File: src/hdl/fslc_pkg.sv
// ----------------------------------------------------------------------------
// Floppy switch-latch controller package
// Codes, latch positions and reset values shared by the controller.
// ----------------------------------------------------------------------------
package fslc_pkg;

    // Default width of the motor-off countdown.
    localparam int DELAY_WIDTH_DEFAULT = 24;

    // Width of the motor-off delay register on the configuration port.
    localparam int CFG_TICKS_WIDTH = 24;
    localparam int APB_DATA_WIDTH  = 32;
    localparam int APB_ADDR_WIDTH  = 3;

    // Register index decoded from the word address.
    localparam logic REG_DELAY_TICKS = 1'b0;

    // Item kinds.
    localparam logic [1:0] FUNC_READ  = 2'd0;
    localparam logic [1:0] FUNC_WRITE = 2'd1;
    localparam logic [1:0] FUNC_TICK  = 2'd2;

    // Positions of the eight soft-switch latches.
    localparam int LT_PH1   = 1;
    localparam int LT_PH3   = 3;
    localparam int LT_MOTOR = 4;
    localparam int LT_DRIVE = 5;
    localparam int LT_Q6    = 6;
    localparam int LT_Q7    = 7;

    // Mode register bit that turns the motor off without the delay.
    localparam int MODE_IMMEDIATE_OFF = 2;

    // Soft-switch offsets with side effects on the drive enable.
    localparam logic [3:0] OFF_MOTOR_OFF     = 4'h8;
    localparam logic [3:0] OFF_MOTOR_ON      = 4'h9;
    localparam logic [3:0] OFF_SELECT_FIRST  = 4'hA;
    localparam logic [3:0] OFF_SELECT_SECOND = 4'hB;

    // Q7/Q6 read register selection, Q7 in the upper bit.
    localparam logic [1:0] QSEL_DATA      = 2'b00;
    localparam logic [1:0] QSEL_STATUS    = 2'b01;
    localparam logic [1:0] QSEL_HANDSHAKE = 2'b10;
    localparam logic [1:0] QSEL_WRITE     = 2'b11;

    // Drive enable codes.
    localparam logic [1:0] ENABLE_NONE   = 2'd0;
    localparam logic [1:0] ENABLE_FIRST  = 2'd1;
    localparam logic [1:0] ENABLE_SECOND = 2'd2;

    // Handshake register values and the last step of its five-read cycle.
    localparam logic [7:0] HS_BYTE_BUSY = 8'hC0;
    localparam logic [7:0] HS_BYTE_IDLE = 8'h80;
    localparam logic [2:0] HS_LAST_STEP = 3'd4;

    // Reset values.
    localparam logic [4:0]                 MODE_RESET        = 5'h1F;
    localparam logic [CFG_TICKS_WIDTH-1:0] DELAY_TICKS_RESET = 24'd1000;

endpackage

File: src/hdl/floppy_switch_latch_controller.sv
// ----------------------------------------------------------------------------
// Floppy switch-latch controller
// Sixteen soft-switch addresses driving eight latches, a mode register,
// a read handshake pattern and a motor-off countdown for two drives.
// ----------------------------------------------------------------------------
//
//  Channel   Direction  Handshake          Payload
//  s_        in         s_valid/s_ready    func, offset, wdata, drive_sense,
//                                          drive_byte
//  m_        out        m_valid/m_ready    read_byte, phase_out, enable_out,
//                                          drive_read_taken, write_strobe,
//                                          write_byte
//  APB       in/out     psel/penable       motor_off_delay_ticks at 0x0
//
//  Each transaction is captured in an input register; when it advances,
//  the controller state and the result register are updated together.
//  Throughput is one transaction per clock while the result is not stalled
//  by m_ready.
//  Reset (aresetn low, synchronous) clears the latches, the handshake step,
//  the enable and the countdown, and loads the mode and delay registers.
//  A stalled result holds in the output register while the input register
//  can still take one more transaction.
//
module floppy_switch_latch_controller #(
    parameter int DELAY_WIDTH = fslc_pkg::DELAY_WIDTH_DEFAULT
) (
    input  logic                                aclk,
    input  logic                                aresetn,

    input  logic                                s_valid,
    output logic                                s_ready,
    input  logic [1:0]                          s_func,
    input  logic [3:0]                          s_offset,
    input  logic [7:0]                          s_wdata,
    input  logic                                s_drive_sense,
    input  logic [7:0]                          s_drive_byte,

    output logic                                m_valid,
    input  logic                                m_ready,
    output logic [7:0]                          m_read_byte,
    output logic [3:0]                          m_phase_out,
    output logic [1:0]                          m_enable_out,
    output logic                                m_drive_read_taken,
    output logic                                m_write_strobe,
    output logic [7:0]                          m_write_byte,

    input  logic                                psel,
    input  logic                                penable,
    input  logic                                pwrite,
    input  logic [fslc_pkg::APB_ADDR_WIDTH-1:0] paddr,
    input  logic [fslc_pkg::APB_DATA_WIDTH-1:0] pwdata,
    output logic [fslc_pkg::APB_DATA_WIDTH-1:0] prdata,
    output logic                                pready
);
    import fslc_pkg::*;

    // ------------------------------------------------------------------
    // Configuration register. Word addressing: bit 2 of paddr picks the
    // register, and only index zero exists.
    // ------------------------------------------------------------------
    logic [CFG_TICKS_WIDTH-1:0] delay_ticks_reg;
    logic                       cfg_write;
    logic                       cfg_index;

    assign pready    = 1'b1;
    assign cfg_index = paddr[2];
    assign cfg_write = psel && penable && pwrite && pready;

    always_ff @(posedge aclk) begin
        if (!aresetn) begin
            delay_ticks_reg <= DELAY_TICKS_RESET;
        end else if (cfg_write && (cfg_index == REG_DELAY_TICKS)) begin
            delay_ticks_reg <= pwdata[CFG_TICKS_WIDTH-1:0];
        end
    end

    always_comb begin
        prdata = '0;
        if (cfg_index == REG_DELAY_TICKS) begin
            prdata[CFG_TICKS_WIDTH-1:0] = delay_ticks_reg;
        end
    end

    // ------------------------------------------------------------------
    // Input register. It is free again whenever its transaction moves on
    // into the result register, so the input side keeps flowing while a
    // result waits on m_ready.
    // ------------------------------------------------------------------
    logic       in_valid_reg;
    logic [1:0] in_func_reg;
    logic [3:0] in_offset_reg;
    logic [7:0] in_wdata_reg;
    logic       in_sense_reg;
    logic [7:0] in_dbyte_reg;
    logic       out_valid_reg;
    logic       advance;

    assign advance = in_valid_reg && (!out_valid_reg || m_ready);
    assign s_ready = !in_valid_reg || advance;

    always_ff @(posedge aclk) begin
        if (!aresetn) begin
            in_valid_reg <= 1'b0;
        end else if (s_ready) begin
            in_valid_reg <= s_valid;
        end
    end

    always_ff @(posedge aclk) begin
        if (s_valid && s_ready) begin
            in_func_reg   <= s_func;
            in_offset_reg <= s_offset;
            in_wdata_reg  <= s_wdata;
            in_sense_reg  <= s_drive_sense;
            in_dbyte_reg  <= s_drive_byte;
        end
    end

    // ------------------------------------------------------------------
    // Controller state.
    // ------------------------------------------------------------------
    logic [7:0]             latches_reg,   latches_next;
    logic [4:0]             mode_reg,      mode_next;
    logic [2:0]             hs_step_reg,   hs_step_next;
    logic [1:0]             enable_reg,    enable_next;
    logic                   running_reg,   running_next;
    logic [DELAY_WIDTH-1:0] delay_left_reg, delay_left_next;

    // The delay register is zero-extended or cut to the countdown width,
    // and a zero setting counts as one tick.
    logic [31:0]            ticks_wide;
    logic [DELAY_WIDTH-1:0] ticks_raw;
    logic [DELAY_WIDTH-1:0] ticks_load;
    logic [DELAY_WIDTH-1:0] delay_left_dec;

    assign ticks_wide     = {{(32 - CFG_TICKS_WIDTH){1'b0}}, delay_ticks_reg};
    assign ticks_raw      = ticks_wide[DELAY_WIDTH-1:0];
    assign ticks_load     = (ticks_raw == '0) ? DELAY_WIDTH'(1) : ticks_raw;
    assign delay_left_dec = delay_left_reg - DELAY_WIDTH'(1);

    logic [7:0] rbyte;
    logic       taken;
    logic       strobe;
    logic [7:0] wbyte;
    logic [1:0] qsel;

    assign qsel = {latches_next[LT_Q7], latches_next[LT_Q6]};

    always_comb begin
        latches_next    = latches_reg;
        mode_next       = mode_reg;
        hs_step_next    = hs_step_reg;
        enable_next     = enable_reg;
        running_next    = running_reg;
        delay_left_next = delay_left_reg;
        rbyte           = '0;
        taken           = 1'b0;
        strobe          = 1'b0;
        wbyte           = '0;

        unique case (in_func_reg) inside
            FUNC_READ, FUNC_WRITE: begin
                // Every bus access sets or clears one latch first.
                latches_next[in_offset_reg[3:1]] = in_offset_reg[0];

                unique case (in_offset_reg)
                    OFF_MOTOR_OFF: begin
                        if (mode_reg[MODE_IMMEDIATE_OFF]) begin
                            latches_next[LT_MOTOR] = 1'b0;
                            enable_next            = ENABLE_NONE;
                        end else if (!running_reg) begin
                            // A pending countdown keeps its earlier expiry.
                            delay_left_next = ticks_load;
                            running_next    = 1'b1;
                        end
                    end
                    OFF_MOTOR_ON: begin
                        latches_next[LT_MOTOR] = 1'b1;
                        enable_next = latches_next[LT_DRIVE] ? ENABLE_SECOND : ENABLE_FIRST;
                    end
                    OFF_SELECT_FIRST: begin
                        if (latches_next[LT_MOTOR]) begin
                            enable_next = ENABLE_FIRST;
                        end
                    end
                    OFF_SELECT_SECOND: begin
                        if (latches_next[LT_MOTOR]) begin
                            enable_next = ENABLE_SECOND;
                        end
                    end
                    default: begin
                    end
                endcase

                if (in_func_reg == FUNC_READ) begin
                    if (!in_offset_reg[0]) begin
                        case (qsel)
                            QSEL_DATA: begin
                                rbyte = in_dbyte_reg;
                                taken = 1'b1;
                            end
                            QSEL_STATUS: begin
                                rbyte = {in_sense_reg, 1'b0, latches_next[LT_MOTOR], mode_reg};
                            end
                            QSEL_HANDSHAKE: begin
                                if (latches_next[LT_PH1] && latches_next[LT_PH3]) begin
                                    if (hs_step_reg >= HS_LAST_STEP) begin
                                        hs_step_next = '0;
                                        rbyte        = HS_BYTE_IDLE;
                                    end else begin
                                        hs_step_next = hs_step_reg + 3'd1;
                                        rbyte        = HS_BYTE_BUSY;
                                    end
                                end else begin
                                    rbyte = HS_BYTE_IDLE;
                                end
                            end
                            default: begin
                                rbyte = '0;
                            end
                        endcase
                    end
                end else if (in_offset_reg[0] && (qsel == QSEL_WRITE)) begin
                    if (!latches_next[LT_MOTOR]) begin
                        mode_next = in_wdata_reg[4:0];
                    end else begin
                        strobe = 1'b1;
                        wbyte  = in_wdata_reg;
                    end
                end
            end
            FUNC_TICK: begin
                if (running_reg) begin
                    delay_left_next = delay_left_dec;
                    if (delay_left_dec == '0) begin
                        // Expiry turns the motor off even if it was turned
                        // on again while the countdown ran.
                        running_next           = 1'b0;
                        latches_next[LT_MOTOR] = 1'b0;
                        enable_next            = ENABLE_NONE;
                    end
                end
            end
            default: begin
            end
        endcase
    end

    always_ff @(posedge aclk) begin
        if (!aresetn) begin
            latches_reg    <= '0;
            mode_reg       <= MODE_RESET;
            hs_step_reg    <= '0;
            enable_reg     <= ENABLE_NONE;
            running_reg    <= 1'b0;
            delay_left_reg <= '0;
        end else if (advance) begin
            latches_reg    <= latches_next;
            mode_reg       <= mode_next;
            hs_step_reg    <= hs_step_next;
            enable_reg     <= enable_next;
            running_reg    <= running_next;
            delay_left_reg <= delay_left_next;
        end
    end

    // ------------------------------------------------------------------
    // Result register.
    // ------------------------------------------------------------------
    logic [7:0] rbyte_reg;
    logic [3:0] phase_reg;
    logic [1:0] enable_out_reg;
    logic       taken_reg;
    logic       strobe_reg;
    logic [7:0] wbyte_reg;

    always_ff @(posedge aclk) begin
        if (!aresetn) begin
            out_valid_reg <= 1'b0;
        end else if (advance) begin
            out_valid_reg <= 1'b1;
        end else if (m_ready) begin
            out_valid_reg <= 1'b0;
        end
    end

    always_ff @(posedge aclk) begin
        if (advance) begin
            rbyte_reg      <= rbyte;
            phase_reg      <= latches_next[3:0];
            enable_out_reg <= enable_next;
            taken_reg      <= taken;
            strobe_reg     <= strobe;
            wbyte_reg      <= wbyte;
        end
    end

    assign m_valid            = out_valid_reg;
    assign m_read_byte        = rbyte_reg;
    assign m_phase_out        = phase_reg;
    assign m_enable_out       = enable_out_reg;
    assign m_drive_read_taken = taken_reg;
    assign m_write_strobe     = strobe_reg;
    assign m_write_byte       = wbyte_reg;

    // ------------------------------------------------------------------
    // Assertions.
    // ------------------------------------------------------------------
    // A running countdown never sits at zero ticks left.
    assert property (@(posedge aclk) disable iff (!aresetn)
        running_reg |-> (delay_left_reg != '0))
        else $error("countdown running with zero ticks left");

    // The handshake step stays within its five-read cycle.
    assert property (@(posedge aclk) disable iff (!aresetn)
        hs_step_reg <= HS_LAST_STEP)
        else $error("handshake step out of range");

    // A transaction waiting behind a stalled result is kept, not dropped.
    assert property (@(posedge aclk) disable iff (!aresetn)
        (in_valid_reg && out_valid_reg && !m_ready) |=> in_valid_reg)
        else $error("queued transaction lost during output stall");

    // A drive write never carries a read value at the same time.
    assert property (@(posedge aclk) disable iff (!aresetn)
        (m_valid && m_write_strobe) |-> (m_read_byte == '0 && !m_drive_read_taken))
        else $error("write strobe together with read data");

    // The drive enable only ever names one of the two drives or none.
    assert property (@(posedge aclk) disable iff (!aresetn)
        (enable_reg == ENABLE_NONE) || (enable_reg == ENABLE_FIRST)
            || (enable_reg == ENABLE_SECOND))
        else $error("invalid drive enable");

endmodule
File: config.mk
export PLATFORM = sky130hd
export DESIGN_NAME = floppy_switch_latch_controller
export DESIGN_NICKNAME = d
export VERILOG_FILES = /design/src/hdl/fslc_pkg.sv /design/src/hdl/floppy_switch_latch_controller.sv
export SDC_FILE = /design/constraint.sdc
export NUM_CORES = 1
export LEC_CHECK = 0
export BUFFER_PORTS_ARGS = -buffer_cell sky130_fd_sc_hd__buf_2
export CELL_PAD_IN_SITES_DETAIL_PLACEMENT = 0
export CELL_PAD_IN_SITES_GLOBAL_PLACEMENT = 2
export CORE_MARGIN = 2
export CORE_UTILIZATION = 33
export DETAILED_ROUTE_END_ITERATION = 8
export GPL_TIMING_DRIVEN = 0
export PLACE_DENSITY = 0.84
export SYNTH_ARGS = -nofsm -noshare
export SYNTH_HDL_FRONTEND = slang
export SYNTH_SLANG_ARGS = --single-unit
export TNS_END_PERCENT = 10
File: constraint.sdc
create_clock -name aclk -period 3 [get_ports aclk]
set_input_delay 0.3 -clock aclk [delete_from_list [all_inputs] [get_ports aclk]]
set_output_delay 0.3 -clock aclk [all_outputs]
set_load 0.1 [all_outputs]
==> flow_metrics.env <==
export IMPL_timing_reg2reg_setup_slack_ps=230
export IMPL_diodes=0
export IMPL_cts_root_buf="clkbuf_16"
export IMPL_antenna_found_initial=0
export IMPL_final_min_clock_period_ps=2770
export IMPL_p_int_mw=2.88
export IMPL_cts_tree="built"
export IMPL_grt_pass1_vias=5122
export IMPL_power_frac_comb=0.118
export IMPL_io_buffers=103
export IMPL_pwr_share_seq=0.419
export IMPL_yosysSeqAreaShare=0.481
export IMPL_ant_nets=0
export IMPL_met2_usage=0.319
export IMPL_drv_slew=0
export IMPL_hold_path_depth=1
export IMPL_path_max_fanout=9
export IMPL_track_usage=0.189
export IMPL_fin_cells=1008
export IMPL_yosysTopAreaCellShare=0.243
export IMPL_yosys_warnings=0
export IMPL_syn_avg_cell_area_sq_um=9.06
export IMPL_drc=0
export IMPL_drt_iter0_markers=212
export IMPL_rows=48
export IMPL_grt_overflow_total=0
export IMPL_stdcell_area_sq_um=7180
export IMPL_cap_violations=0
export IMPL_clock_power_share=0.463
export IMPL_cts_sinks=116
export IMPL_run_status="finished, final reports clean"
export IMPL_synth_edf_count=47
export IMPL_ys_top_cells_by_area="edfxtp_1, dfxtp_1, nand2_1"
export IMPL_io_pins=124
export IMPL_peakVddDrop_mv=0.371
export IMPL_dr_pass1_iters=4
export IMPL_r2r_end="m_enable_out[1]$_DFFE_PP_"
export IMPL_hp_start="s_wdata[5]"
export IMPL_rr_startpoint="delay_left_reg[0]$_SDFFE_PN0P_"
export IMPL_worst_slack_ps=235
export IMPL_start_util=0.337
export IMPL_use_met3=0.0370
export IMPL_place_inst=976
export IMPL_grt_first_pass_wirelength_um=27000
export IMPL_htreeDepth=4
export IMPL_skew_ps=9.64
export IMPL_wl_per_cell_um=17.2
export IMPL_end_kind="flip-flop"
export IMPL_worst_pin_slew_ps=1080
export IMPL_cts_buffers=17
export IMPL_hp_class="in2reg"
export IMPL_syn_inst=641
export IMPL_ys_types=70
export IMPL_dp_slack_ps=48.8
export IMPL_drive_above_1_share=0.223
export IMPL_rsz0062_at_grt="false"
export IMPL_powerDensity_nw_per_um2=572
export IMPL_synth_flop_cell="dfxtp_1"
export IMPL_finish_net_count=839
export IMPL_arrival_ps=2930
export IMPL_synth_seq_cells=116
export IMPL_finalSetupTns_ps=0
export IMPL_post_route_period_util=0.922
export IMPL_p_leak_nw=2.83
export IMPL_gr_max_usage_layer="met2"
export IMPL_setup_viol=0
export IMPL_wl_um=17400
export IMPL_startpoint_type="flip-flop"
export IMPL_clk_latency_ps=420
export IMPL_hold_viol=0
export IMPL_grt_start_max_net_pins=34
export IMPL_die_width_um=137
export IMPL_grt_use_met1=0.240
export IMPL_place_area_sq_um=6630
export IMPL_coreArea_sq_um=17200
export IMPL_viasPerCell=5.21
export IMPL_reg2reg_depth=10
export IMPL_crit_required_ps=3160
export IMPL_async_reset_ff_frac=0
export IMPL_place_congestion=0.917
export IMPL_netlist_area_sq_um=5810
export IMPL_cts_setup_buffers=0
export IMPL_areaGrowthSynthToFinish_pct=23.7
export IMPL_critical_path_class="reg2reg"
export IMPL_clk_path_buf_depth=2
export IMPL_min_to="in_wdata_reg[5]$_DFFE_PP_"
export IMPL_switching_share=0.300
export IMPL_netSwitchingPower_mw=1.23
export IMPL_die_y_um=137
export IMPL_fmax_mhz=362
export IMPL_dp_hpwl_um=12500
export IMPL_die_area_sq_um=18700
export IMPL_clkTransAtPathRegs_ps=60
export IMPL_dr_total_vias=5250
export IMPL_maxSlewHeadroom=0.277
export IMPL_synth_area_leader_cell="edfxtp_1"
==> worst max-delay path, stage by stage, from the launching register on <==
cell and delay, ps:
dfxtp_1 400, inv_1 110, ha_1 150, buf_2 190, nor4b_2 380, nand4_1 430, xor2_1 230, and4_1 180
and4_1 230, buf_6 150, a21oi_1 70
==> what timing repair did <==
| item | CTS | global route |
|---|---|---|
| setup endpoints to repair | 0 | 1 |
| hold buffers | 0 | 0 |
| gates resized for setup | 0 | 1 |
==> worst max path at each step <==
stage	cells past startpoint	from	endpoint
final	10	delay_left_reg[0]$_SDFFE_PN0P_	m_enable_out[1]$_DFFE_PP_
after global routing	7	in_valid_reg$_SDFFE_PN0N_	delay_left_reg[21]$_SDFFE_PN0P_
after CTS	8	m_valid$_SDFFE_PN0P_	delay_left_reg[21]$_SDFFE_PN0P_
after detailed placement	9	m_ready	delay_left_reg[17]$_SDFFE_PN0P_
after global placement	9	m_ready	delay_left_reg[17]$_SDFFE_PN0P_
after floorplan	3	m_valid$_SDFFE_PN0P_	in_dbyte_reg[0]$_DFFE_PP_
==> cells in the mapped netlist (all sizes together), types with 9 or more instances <==
library cell / instances
a31oi: 9
a21oi: 52
mux2i: 14
nor3: 13
nor4: 15
nor2: 44
dfxtp: 69
nand2: 112
nor2b: 27
o21ai: 29
and2: 11
edfxtp: 47
nand3: 14
buf: 21
inv: 12
clkbuf: 30
==> kinds of logic (layout without fill, tap and decap cells) <==
| kind of cell | count (synthesis) | after routing | synth area share |
|---|---|---|---|
| other | 2 | 9 | 0.00129 |
| flip-flops | 116 | 116 | 0.481 |
| AND/OR/NAND/NOR | 290 | 290 | 0.262 |
| AO/OA/AOI/OAI | 143 | 143 | 0.155 |
| buffers and inverters | 64 | 199 | 0.0521 |
| multiplexers | 18 | 18 | 0.0340 |
| adder cells (fa/ha/maj) | 4 | 4 | 0.00862 |
| XOR/XNOR | 4 | 4 | 0.00603 |
==> area by class of cell <==
class	count	area [sq um]
inverters	13	48.8
clock inverters	15	125
fillers	1720	10100
repair buffers	103	515
well taps	225	282
plain buffers	51	255
flip-flops and latches	116	2790
multi-input cells	468	2740
clock buffers	17	425
==> placed cells by master, fill, tap and decap left out, types with 14 or more instances in the layout <==
| cell | netlist | layout |
|---|---|---|
| nand3_1 | 14 | 14 |
| edfxtp_1 | 47 | 47 |
| buf_2 | 8 | 112 |
| nand2_1 | 112 | 112 |
| a21oi_1 | 52 | 52 |
| nor2b_1 | 27 | 27 |
| nor2_1 | 44 | 44 |
| o21ai_0 | 27 | 27 |
| clkbuf_16 | 0 | 17 |
| clkbuf_1 | 30 | 29 |
| dfxtp_1 | 69 | 69 |
==> through the flow <==
step           hold WS [ps]  utilization  total power [mW]
2_1_floorplan           399            -              2.11
3_3_place_gp            445        0.385              2.23
3_5_place_dp            454        0.385              2.24
4_1_cts                40.2        0.417              4.14
5_1_grt                43.4        0.417              4.23
6_report               50.9        0.417              4.11
==> layer usage <==
layer / routed length, um / share of wire
met1: 7720 / 0.44
met2: 8330 / 0.48
met3: 982 / 0.057
met4: 325 / 0.019
met5: 0 / 0
==> power by group through the flow <==
stage,sequential [mW],combinational (mW),clock [mW]
CTS,1.72,0.486,1.93
detailed placement,1.76,0.485,0
global route,1.73,0.513,1.99
global placement,1.75,0.480,0
finish,1.72,0.484,1.90
floorplan,1.85,0.261,0
No activity file was read; power rests on OpenSTA's default activity.
